[src/hdl/hsm_pkg.sv]
// shared constants, types and hash function for the hash set membership unit
package hsm_pkg;

  localparam int BUCKET_BITS = 8;
  localparam int WAYS        = 4;
  localparam int KEY_W       = 32;
  localparam int NUM_BUCKETS = 1 << BUCKET_BITS;

  localparam logic [KEY_W-1:0] HASH_MULT = 32'h9E3779B9;

  typedef logic [BUCKET_BITS-1:0] bucket_t;
  typedef logic [KEY_W-1:0]       key_t;

  typedef enum logic [1:0] {
    OP_INSERT = 2'd0,
    OP_DELETE = 2'd1,
    OP_QUERY  = 2'd2
  } opcode_t;

  typedef struct packed {
    logic [WAYS-1:0]            valid;
    logic [WAYS-1:0][KEY_W-1:0] keys;
  } row_t;

  typedef struct packed {
    logic wr_en;
    logic was_present;
    logic insert_dropped;
  } upd_t;

  function automatic bucket_t hash_bucket(key_t key);
    key_t prod;
    prod = key * HASH_MULT;
    return prod[KEY_W-1 -: BUCKET_BITS];
  endfunction

endpackage

[src/hdl/hsm_row_update.sv]
// way compare, free way pick and row update for one bucket
module hsm_row_update (
  input  hsm_pkg::opcode_t op,
  input  hsm_pkg::key_t    key,
  input  hsm_pkg::row_t    row_in,
  output hsm_pkg::row_t    row_out,
  output hsm_pkg::upd_t    upd
);
  import hsm_pkg::*;

  logic [WAYS-1:0] match;
  logic [WAYS-1:0] free;
  logic [WAYS-1:0] free_1h;
  logic            hit;

  always_comb begin
    for (int w = 0; w < WAYS; w++) begin
      match[w] = row_in.valid[w] && (row_in.keys[w] == key);
    end
    free    = ~row_in.valid;
    free_1h = free & (~free + {{(WAYS-1){1'b0}}, 1'b1});
    hit     = |match;
  end

  always_comb begin
    row_out            = row_in;
    upd.wr_en          = 1'b0;
    upd.was_present    = hit;
    upd.insert_dropped = 1'b0;
    case (op)
      OP_INSERT: begin
        if (!hit) begin
          if (|free) begin
            row_out.valid = row_in.valid | free_1h;
            for (int w = 0; w < WAYS; w++) begin
              if (free_1h[w]) begin
                row_out.keys[w] = key;
              end
            end
            upd.wr_en = 1'b1;
          end else begin
            upd.insert_dropped = 1'b1;
          end
        end
      end
      OP_DELETE: begin
        if (hit) begin
          row_out.valid = row_in.valid & ~match;
          upd.wr_en     = 1'b1;
        end
      end
      default: begin
        // query, and the unused code, leave the row alone
      end
    endcase
  end

endmodule

[config.mk]
export PLATFORM = sky130hd
export DESIGN_NAME = hsm_row_update
export DESIGN_NICKNAME = d
export VERILOG_FILES = /design/src/hdl/hsm_pkg.sv /design/src/hdl/hsm_row_update.sv
export SDC_FILE = /design/constraint.sdc
export NUM_CORES = 1
export LEC_CHECK = 0
export ABC_AREA = 1
export BUFFER_PORTS_ARGS = -buffer_cell sky130_fd_sc_hd__buf_4
export CAP_MARGIN = 20
export CORE_MARGIN = 4
export CORE_UTILIZATION = 35
export DETAILED_ROUTE_END_ITERATION = 10
export GPL_TIMING_DRIVEN = 1
export PLACE_DENSITY = 0.66
export SLEW_MARGIN = 20
export SYNTH_ARGS = -nofsm -noshare
export SYNTH_HDL_FRONTEND = slang
export SYNTH_SLANG_ARGS = --single-unit
[constraint.sdc]
create_clock -name vclk -period 2.51
set_input_delay 0.3765 -clock vclk [all_inputs]
set_output_delay 0.3765 -clock vclk [all_outputs]
set_load 0.02 [all_outputs]
Yosys cells after proc, flatten, opt, wreduce, memory -nomap -nowiden
Cells that the tools add are included.
{"block": "totals", "regBits": 0, "in_bits": 166}
{"block": "op_classes", "n_addsub": 1, "eq_ne": 5, "n_mux": 16, "bitwise": 6, "reduce_logical": 7}
{"operator": "2-to-1 mux 132 bit", "count": 2}
{"operator": "== test 32 bit", "count": 4}
{"operator": "2-to-1 mux 128 bit", "count": 1}
{"operator": "2-to-1 mux 32 bit", "count": 4}
{"operator": "NOT 4 bit", "count": 3}
{"operator": "bitwise AND 4 bit", "count": 2}
{"operator": "case mux 4 bit (2 select lines)", "count": 1}
{"operator": "OR reduction 4 bit", "count": 2}
{"operator": "2-to-1 mux 1 bit", "count": 6}
{"operator": "adder 4 x 1 -> 4 bit, second input constant", "count": 1}
{"operator": "logical AND 1 bit", "count": 4}
{"operator": "2-to-1 mux 4 bit", "count": 1}
{"operator": "bitwise OR 4 bit", "count": 1}
{"operator": "== test 2 x 1 -> 1 bit, second input constant", "count": 1}
{"operator": "logical NOT 2 bit", "count": 1}
{"operator": "case mux 1 bit (2 select lines)", "count": 1}

Logic depth before layout (Yosys ltp)
Gate-level depths: netlist (run 1).
{"block": "depth", "ltp_word": 8, "depth_mapped": 15, "ltp_nobuf": 13}

Worst setup path after synthesis (run 1)
OpenSTA, ideal clock, no wires.
{"block": "synth_path", "path_type": "input -> output", "startpoint": "in key[19]", "endpoint": "out row_out[129] (netlist name)", "t_arrival_ps": 1945, "t_required_ps": 2134, "setup_slack_ps": 189, "path_stages": 12, "n_path_buf": 2, "path_cell_list": "buf_4 xnor2_1 nand2_1 nor2_1 nand2_1 nor2_1 nand3_1 nand2_2 nor2_8 buf_6 nand2_1 o21ai_0"}
{"element": "from (decl)", "line": "hsm_row_update.sv:4", "rtl": "input hsm_pkg::key_t key,"}
{"element": "to (decl)", "line": "hsm_row_update.sv:6", "rtl": "output hsm_pkg::row_t row_out,"}

==> results of run 1 <==
-- final timing paths --
check                      start     endpoint  slack, ns  depth (start not counted)
worst min-delay path  row_in[82]  row_out[82]       1.04                          4
worst max-delay path     key[19]  row_out[14]      -0.11                         15
-- worst max-delay path: cells and delay by family --
family	cells	cell delay (ns)
simple gates	10	1.07
buf+inv	4	0.58
xor+xnor	1	0.19
-- synth_stat cells --
cell type	number	area [sq um]
a21oi_1	1	5.000
buf_1	3	11.26
buf_2	14	70.07
buf_4	33	247.7
buf_6	9	101.4
clkbuf_1	26	97.59
clkinv_1	2	7.510
inv_1	23	86.33
inv_2	11	41.29
nand2_1	407	1528
nand2_2	2	12.51
nand3_1	6	30.03
nand3_2	4	40.04
nand4_1	128	800.8
nor2_1	45	168.9
nor2_8	1	20.02
nor3_1	1	5.000
o21ai_0	7	35.03
xnor2_1	107	937.2
-- layer usage --
metal,GRT usage (%),up-vias,wire length (um)
met5,0,-,0
met4,4.982,0,943
met3,5.205,83,2723
met2,51.45,434,13000
met1,37.51,3293,9645
li1,-,3235,-
-- metrics by stage --
stage	cell area [sq um]	hold WS [ns]
CTS	6554	1.063
global route	8801	1.063
global placement	6529	1.061
floorplan	4245	0.9118
finish	8801	1.044
detailed placement	6529	1.063
-- repair_timing --
item	CTS	global route
pin swaps	1	39
gates cloned	0	16
hold endpoints to repair	0	0
resized for setup	7	471
setup buffers	0	13
setup endpoints to repair	20	134
-- where the power goes --
group	internal, mW	total, mW	switching [mW]
Sequential	0	0	0
Clock	0	0	0
Combinational	0.809	1.71	0.901
-- final cells by class --
class | count | area share [%]
inverters | 36 | 1.592
repair buffers | 364 | 41.94
well taps | 143 | 2.033
multi-input cells | 710 | 54.44
-- logic make-up (layout without fill, tap and decap cells) --
family,after synthesis,count (layout)
AOI/OAI and AO/OA,8,8
xor gates and xnor gates,107,107
buffers and inverters,121,400
and+or+nand+nor,594,595
==> flow_metrics.env, run 1 <==
export IMPL_status="complete, but fails checks"
export IMPL_violations="negative setup slack"
export IMPL_io_buffer_count=301
export IMPL_rows=39
export IMPL_grt_pass1_vias=6055
export IMPL_worstPathCellList="buf_6 -> xnor2_1 -> nand2_1 -> nor2_2 -> nand2_1 -> nor2_2 -> nand3_2 -> nand2_4 -> nor2_4 -> buf_6 -> nand3_4 -> clkbuf_16 -> nand2_4 -> nand2_2 -> buf_6"
export IMPL_die_h_um=118.1
export IMPL_synth_fa_ha_area_share_pct=0
export IMPL_grt_pass1_wl_um=33280
export IMPL_drt_wl_total_um=26320
export IMPL_vias=7045
export IMPL_synthMuxAreaShare_pct=0
export IMPL_tns_ns=-5.772
export IMPL_wl_per_cell_um=21.00
export IMPL_fin_nets=1278
export IMPL_ioPinCount=301
export IMPL_final_common_cell="nand2_1"
export IMPL_synth_top_family_by_area="simple AND/OR/NAND/NOR gates"
export IMPL_syn_mean_instance_area_sq_um=5.115
export IMPL_multi_input_area_sq_um=4791
export IMPL_final_layout_size_suffix_gt1_share_pct=57.39
export IMPL_min_period_ns=2.615
export IMPL_antenna_found_initial=0
export IMPL_rsz0062_at_grt="yes"
export IMPL_path_max_fanout=8
export IMPL_synthSimpleGateAreaFrac_pct=61.36
export IMPL_grt_util_all_layers_pct=29.14
export IMPL_max_freq_ghz=0.3824
export IMPL_vdd_drop_max_mv=0.1548
export IMPL_synthToLayoutAreaGrowth_pct=107.3
export IMPL_n_antenna_cell=0
export IMPL_dieArea_sq_um=13960
export IMPL_seq_area_frac_synth_pct=0
export IMPL_final_cell_mix="nand2_1 (219), buf_4 (187), buf_6 (150)"
export IMPL_end_kind="output pin"
export IMPL_start_util_pct=36.40
export IMPL_setup_ws_ns=-0.1052
export IMPL_dp_worst_setup_slack_ns=-0.01904
export IMPL_detail_route_antenna_nets=0
export IMPL_critical_path_most_common_cell="buf_6"
export IMPL_overflow=0
export IMPL_finalSetupViolCount=125
export IMPL_die_x_um=118.1
export IMPL_core_area_sq_um=11660
export IMPL_drc=0
export IMPL_grt_max_degree=65
export IMPL_power_density_nw_per_um2=194.4
export IMPL_leakage_nw=4.321
export IMPL_drv_slew=0
export IMPL_dpl_cell_count=1224
export IMPL_ys_warn_count=0
export IMPL_drt_pre_antenna_iters=7
export IMPL_cap_viol_max_count=0
export IMPL_n_fill_cell=908
export IMPL_ff_latch_area_sq_um=0
export IMPL_cp_data_arrival_time_ns=2.24
export IMPL_crit_path_start_kind="input pin"
export IMPL_fin_util_pct=75.46
export IMPL_seq_cell_count=0
export IMPL_cp_required_ns=2.13
export IMPL_drtIter0Drc=649
export IMPL_syn_nets=996
export IMPL_synth_xor_area_share_pct=22.07
export IMPL_syn_area_sq_um=4245
export IMPL_routabilityCongestion=0.9452
export IMPL_finalPower_mw=1.711
export IMPL_instances_no_fill=1253
export IMPL_finalHoldViolations=0
export IMPL_postSynthCellCount=830
export IMPL_hpwl_um=18000
export IMPL_critPathKind="in -> out"
export IMPL_max_slew_margin_rel_pct=65.51
export IMPL_critPathMaxStageDelay_ns=0.22
export IMPL_hold_path_class="in -> out"
export IMPL_cts_hold_buffers=0
export IMPL_viasPerCell=5.623
export IMPL_synth_cell_types=19
export IMPL_tightest_slew_ns=0.5174
export IMPL_nClkBuffers=0
export IMPL_min_period_over_period_pct=104.2
export IMPL_critPathSlowestCell="clkbuf_16"
export IMPL_synth_compound_area_share_pct=0.9431
(Power assumes the default switching activity.)
==> run 2, diff against run 1 <==
--- a/config.mk
+++ b/config.mk
@@ -8,11 +8,13 @@
 export ABC_AREA = 1
 export BUFFER_PORTS_ARGS = -buffer_cell sky130_fd_sc_hd__buf_4
 export CAP_MARGIN = 20
+export CELL_PAD_IN_SITES_DETAIL_PLACEMENT = 1
+export CELL_PAD_IN_SITES_GLOBAL_PLACEMENT = 1
 export CORE_MARGIN = 4
-export CORE_UTILIZATION = 35
+export CORE_UTILIZATION = 26
 export DETAILED_ROUTE_END_ITERATION = 10
 export GPL_TIMING_DRIVEN = 1
-export PLACE_DENSITY = 0.66
+export PLACE_DENSITY = 0.8
 export SLEW_MARGIN = 20
 export SYNTH_ARGS = -nofsm -noshare
 export SYNTH_HDL_FRONTEND = slang
==> run 2 against run 1 <==
The flow still finishes with violations (negative setup slack). Count of clock-buffer cells in the layout stayed put. Routed wire length rose by 9.5%. Non-clock buffer count rose by 23. Worst hold slack better by 0.011 ns. Utilization is 25 points lower. Critical path depth is 1 higher. Largest cell class unchanged.
==> flow_metrics.env, run 2 (synthesis results as in run 1) <==
export IMPL_max_slew_margin_rel_pct=71.19
export IMPL_critPathKind="in -> out"
export IMPL_endpoint="row_out[10]"
export IMPL_vias=7031
export IMPL_status="complete, but fails checks"
export IMPL_ioPinCount=301
export IMPL_violations="negative setup slack"
export IMPL_final_common_cell="nand2_1"
export IMPL_seq_cell_count=0
export IMPL_die_x_um=135.8
export IMPL_grt_pass1_wl_um=38950
export IMPL_rows=46
export IMPL_final_cell_mix="nand2_1 (337), buf_4 (298), nand4_1 (128)"
export IMPL_hold_ws_ns=1.055
export IMPL_path_max_fanout=8
export IMPL_power_density_nw_per_um2=198.4
export IMPL_hpwl_um=21480
export IMPL_overflow=0
export IMPL_leakage_nw=4.231
export IMPL_vdd_drop_max_mv=0.08883
export IMPL_grt_util_all_layers_pct=26.64
export IMPL_n_antenna_cell=0
export IMPL_fin_nets=1300
export IMPL_viasPerCell=5.216
export IMPL_drv_slew=0
export IMPL_finalHoldViolations=0
export IMPL_core_area_sq_um=15940
export IMPL_dieArea_sq_um=18440
export IMPL_final_layout_size_suffix_gt1_share_pct=48.14
export IMPL_cp_required_ns=2.13
export IMPL_nClkBuffers=0
export IMPL_drt_wl_total_um=28820
export IMPL_grt_pass1_vias=6838
export IMPL_fin_area_sq_um=8120
export IMPL_tns_ns=-2.962
export IMPL_crit_start="key[5]"
export IMPL_grt_max_degree=43
export IMPL_finalPower_mw=1.611
export IMPL_max_freq_ghz=0.3836
export IMPL_cap_viol_max_count=0
export IMPL_die_h_um=135.8
export IMPL_crit_path_start_kind="input pin"
export IMPL_instances_no_fill=1348
export IMPL_tightest_slew_ns=0.4321
export IMPL_dpl_cell_area_sq_um=6883
export IMPL_n_fill_cell=2114
export IMPL_drc=0
export IMPL_detail_route_antenna_nets=0
export IMPL_dpl_cell_count=1328
export IMPL_cp_data_arrival_time_ns=2.23
export IMPL_antenna_found_initial=0
export IMPL_wl_per_cell_um=21.38
export IMPL_synthToLayoutAreaGrowth_pct=91.28
export IMPL_io_buffer_count=301
export IMPL_end_kind="output pin"
export IMPL_start_util_pct=26.63
export IMPL_ff_latch_area_sq_um=0
export IMPL_finalSetupViolCount=86
export IMPL_drt_pre_antenna_iters=5
export IMPL_hold_path_class="in -> out"
export IMPL_setup_ws_ns=-0.09696
export IMPL_drtIter0Drc=400
export IMPL_routabilityCongestion=0.9379
export IMPL_min_period_over_period_pct=103.9
export IMPL_min_period_ns=2.607
export IMPL_rsz0062_at_grt="yes"
## run 2: cell types whose count changed in the layout (fill, tap and decap cells not counted), moves of 3 or more
| cell | change |
|---|---|
| buf_4 | +111 |
| buf_6 | -82 |
| clkbuf_16 | -7 |
| nand2_1 | +118 |
| nand2_2 | -78 |
| nand2_4 | -40 |
| nand3_2 | +4 |
| nor2_4 | +3 |
## run 2: stage by stage
step,utilization [%],worst slack (ns)
floorplan,-,0.1885
global placement,43.17,-0.09197
detailed placement,43.17,-0.1340
CTS,44.80,-0.02442
global route,50.93,-0.1570
finish,50.93,-0.09696
## run 2: worst min path at each step
stage,startpoint,end,slack (ns),cells past startpoint
4_1_cts,row_in[126],row_out[126],1.06,4
2_1_floorplan,row_in[131],upd[0],0.91,2
6_report,row_in[8],row_out[8],1.05,4
5_1_grt,row_in[13],row_out[13],1.08,4
3_5_place_dp,row_in[126],row_out[126],1.06,4
3_3_place_gp,row_in[126],row_out[126],1.06,4
## run 2: timing repair
action | CTS | global route
endpoints found under the setup margin | 110 | 135
resized for setup | 43 | 195
pin swaps | 8 | 43
cloned | 0 | 8
hold buffers | 0 | 0
buffers inserted | 10 | 2
## run 2: area by class of cell
class | instances | area [sq um] | share of cell area [%]
inverters | 36 | 137.6 | 1.695
repair buffers | 387 | 3438 | 42.34
well taps | 216 | 270.3 | 3.328
multi-input cells | 709 | 4274 | 52.63
## run 2: per-layer routing
layer	GRT usage (%)	part of all wire, %	routed length [um]
met1	33.33	40	11580
met2	48.45	50	14480
met4	4.311	2.8	805
met3	4.606	6.8	1951
met5	0	0	0
## run 2: power breakdown
group / internal (mW) / switching, mW / total, mW
sequential: 0 / 0 / 0
combinational: 0.735 / 0.876 / 1.61
clock: 0 / 0 / 0
## run 2: worst max-delay path: stages
cell and delay, ns:
buf_12 0.11, buf_8 0.12, xnor2_2 0.14, nand2_1 0.09, nor2_1 0.14, nand2_1 0.11
nor2_2 0.15, nand3_2 0.11, nand2_4 0.10, nor2_8 0.06, buf_6 0.12, nand3_4 0.15
buf_8 0.18, nand2_1 0.08, nand2_1 0.08, buf_6 0.12
==> run 3, diff against run 2 <==
--- a/config.mk
+++ b/config.mk
@@ -10,7 +10,7 @@
 export CAP_MARGIN = 20
 export CELL_PAD_IN_SITES_DETAIL_PLACEMENT = 1
 export CELL_PAD_IN_SITES_GLOBAL_PLACEMENT = 1
-export CORE_MARGIN = 4
+export CORE_MARGIN = 2
 export CORE_UTILIZATION = 26
 export DETAILED_ROUTE_END_ITERATION = 10
 export GPL_TIMING_DRIVEN = 1
@@ -19,3 +19,4 @@
 export SYNTH_ARGS = -nofsm -noshare
 export SYNTH_HDL_FRONTEND = slang
 export SYNTH_SLANG_ARGS = --single-unit
+export TNS_END_PERCENT = 20
==> run 3 against run 2 <==
The run still ends with negative setup slack left. Routed wire length decreased by 1.5%. Count of clock-buffer cells in the layout unchanged. Largest cell class unchanged. Die area decreased by 5.8%. Combinational power about the same. Via count decreased by 0.11%. Power increased by 0.94%.
==> flow_metrics.env, run 3 (synthesis results as in run 1) <==
export IMPL_crit_path_start_kind="input pin"
export IMPL_final_layout_size_suffix_gt1_share_pct=47.87
export IMPL_grt_max_degree=57
export IMPL_die_h_um=131.8
export IMPL_hpwl_um=20550
export IMPL_clockPowerShare_pct=0
export IMPL_leakage_nw=4.126
export IMPL_switchingPower_mw=0.8750
export IMPL_grt_pass1_vias=6678
export IMPL_max_slew_margin_rel_pct=70.14
export IMPL_setup_ws_ns=-0.1481
export IMPL_vdd_drop_max_mv=0.08997
export IMPL_seq_cell_count=0
export IMPL_rows=46
export IMPL_drc=0
export IMPL_finalSetupViolCount=120
export IMPL_tightest_slew_ns=0.4468
export IMPL_dieArea_sq_um=17370
export IMPL_combPwrFrac_pct=100.0
export IMPL_io_buffer_count=301
export IMPL_hold_ws_ns=1.059
export IMPL_drt_wl_total_um=28380
export IMPL_detail_route_antenna_nets=0
export IMPL_min_period_ns=2.658
export IMPL_viasPerCell=5.324
export IMPL_end_kind="output pin"
export IMPL_overflow=0
export IMPL_max_freq_ghz=0.3762
export IMPL_antenna_found_initial=0
export IMPL_grt_util_all_layers_pct=27.50
export IMPL_start_util_pct=26.63
export IMPL_min_period_over_period_pct=105.9
export IMPL_path_max_fanout=12
export IMPL_multi_input_area_sq_um=4258
export IMPL_n_antenna_cell=0
export IMPL_drtIter0Drc=404
export IMPL_wl_per_cell_um=21.51
export IMPL_dp_worst_setup_slack_ns=-0.1313
export IMPL_synthToLayoutAreaGrowth_pct=92.78
export IMPL_cap_viol_max_count=0
export IMPL_swShare_pct=53.80
export IMPL_status="complete, but fails checks"
export IMPL_cts_hold_buffers=0
export IMPL_routabilityCongestion=0.8820
export IMPL_hold_path_class="in -> out"
export IMPL_p_int_mw=0.7514
export IMPL_vias=7023
export IMPL_finalHoldViolations=0
export IMPL_critPathKind="in -> out"
export IMPL_cp_required_ns=2.13
export IMPL_final_common_cell="nand2_1"
export IMPL_cp_data_arrival_time_ns=2.28
export IMPL_core_area_sq_um=15940
export IMPL_drt_pre_antenna_iters=5
export IMPL_nClkBuffers=0
export IMPL_ff_latch_area_sq_um=0
export IMPL_final_cell_mix="nand2_1 (312), buf_4 (205), nand4_1 (128)"
export IMPL_violations="negative setup slack"
export IMPL_p_seq_share_pct=0
export IMPL_ioPinCount=301
export IMPL_fin_nets=1271
export IMPL_die_x_um=131.8
export IMPL_power_density_nw_per_um2=198.7
export IMPL_drv_slew=0
export IMPL_n_fill_cell=2089
export IMPL_rsz0062_at_grt="yes"
export IMPL_grt_pass1_wl_um=38440
-- run 3: cell count changes in the layout (fill, tap and decap cells not counted), sizes merged --
cell / previous run / this run
nor2: 46 / 47
buf: 381 / 351
-- run 3: what timing repair did --
item,4_1_cts,5_1_grt
setup endpoints to repair,132,135
resized for setup,9,294
pin swaps,1,41
cloned,2,8
endpoints found under the hold margin,0,0
setup buffers,0,6
-- run 3: final timing paths --
| kind | startpoint | slack, ns | to | depth (start not counted) |
|---|---|---|---|---|
| max | key[14] | -0.15 | row_out[64] | 16 |
| min | row_in[44] | 1.06 | row_out[44] | 4 |
-- run 3: final cells by class --
| cell class | instances | area share [%] |
|---|---|---|
| timing repair buffer | 357 | 42.96 |
| multi-input combinational | 710 | 52.03 |
| tap | 216 | 3.302 |
| inverter | 36 | 1.712 |
-- run 3: critical path: stages --
cell	delay (ns)
buf_8	0.11
buf_12	0.13
xnor2_2	0.11
nand2_1	0.10
nor2_1	0.15
nand2_1	0.12
nor2_2	0.17
nand3_2	0.10
nand2_4	0.13
nor2_4	0.07
buf_12	0.13
nand3_4	0.10
clkbuf_16	0.19
nand2_1	0.06
nand2_1	0.08
buf_6	0.13
-- run 3: per-stage QoR --
stage	TNS (ns)	total power, mW	util, %	std cells	cell area (sq um)
after global routing	-17.95	1.716	51.33	1319	8184
after CTS	-1.126	1.390	42.94	1306	6847
final	-6.128	1.626	51.33	1319	8184
after detailed placement	-11.56	1.378	42.43	1304	6765
after global placement	-10.20	1.361	42.43	1304	6765
after floorplan	0	0.7037	-	830	4245
-- run 3: per-layer routing --
metal  global-route usage [%]  vias up  share of wire [%]
met5                        0        -                  0
met2                    50.35      300                 51
met4                    5.978        0                3.3
li1                         -     3220                  -
met1                    34.09     3446                 40
met3                    3.883       57                5.7
-- run 3: power groups by stage --
stage                     clock network, mW  registers [mW]  logic, mW
after global routing                      0               0       1.72
after detailed placement                  0               0       1.38
after global placement                    0               0       1.36
after CTS                                 0               0       1.39
final                                     0               0       1.63
after floorplan                           0               0      0.704
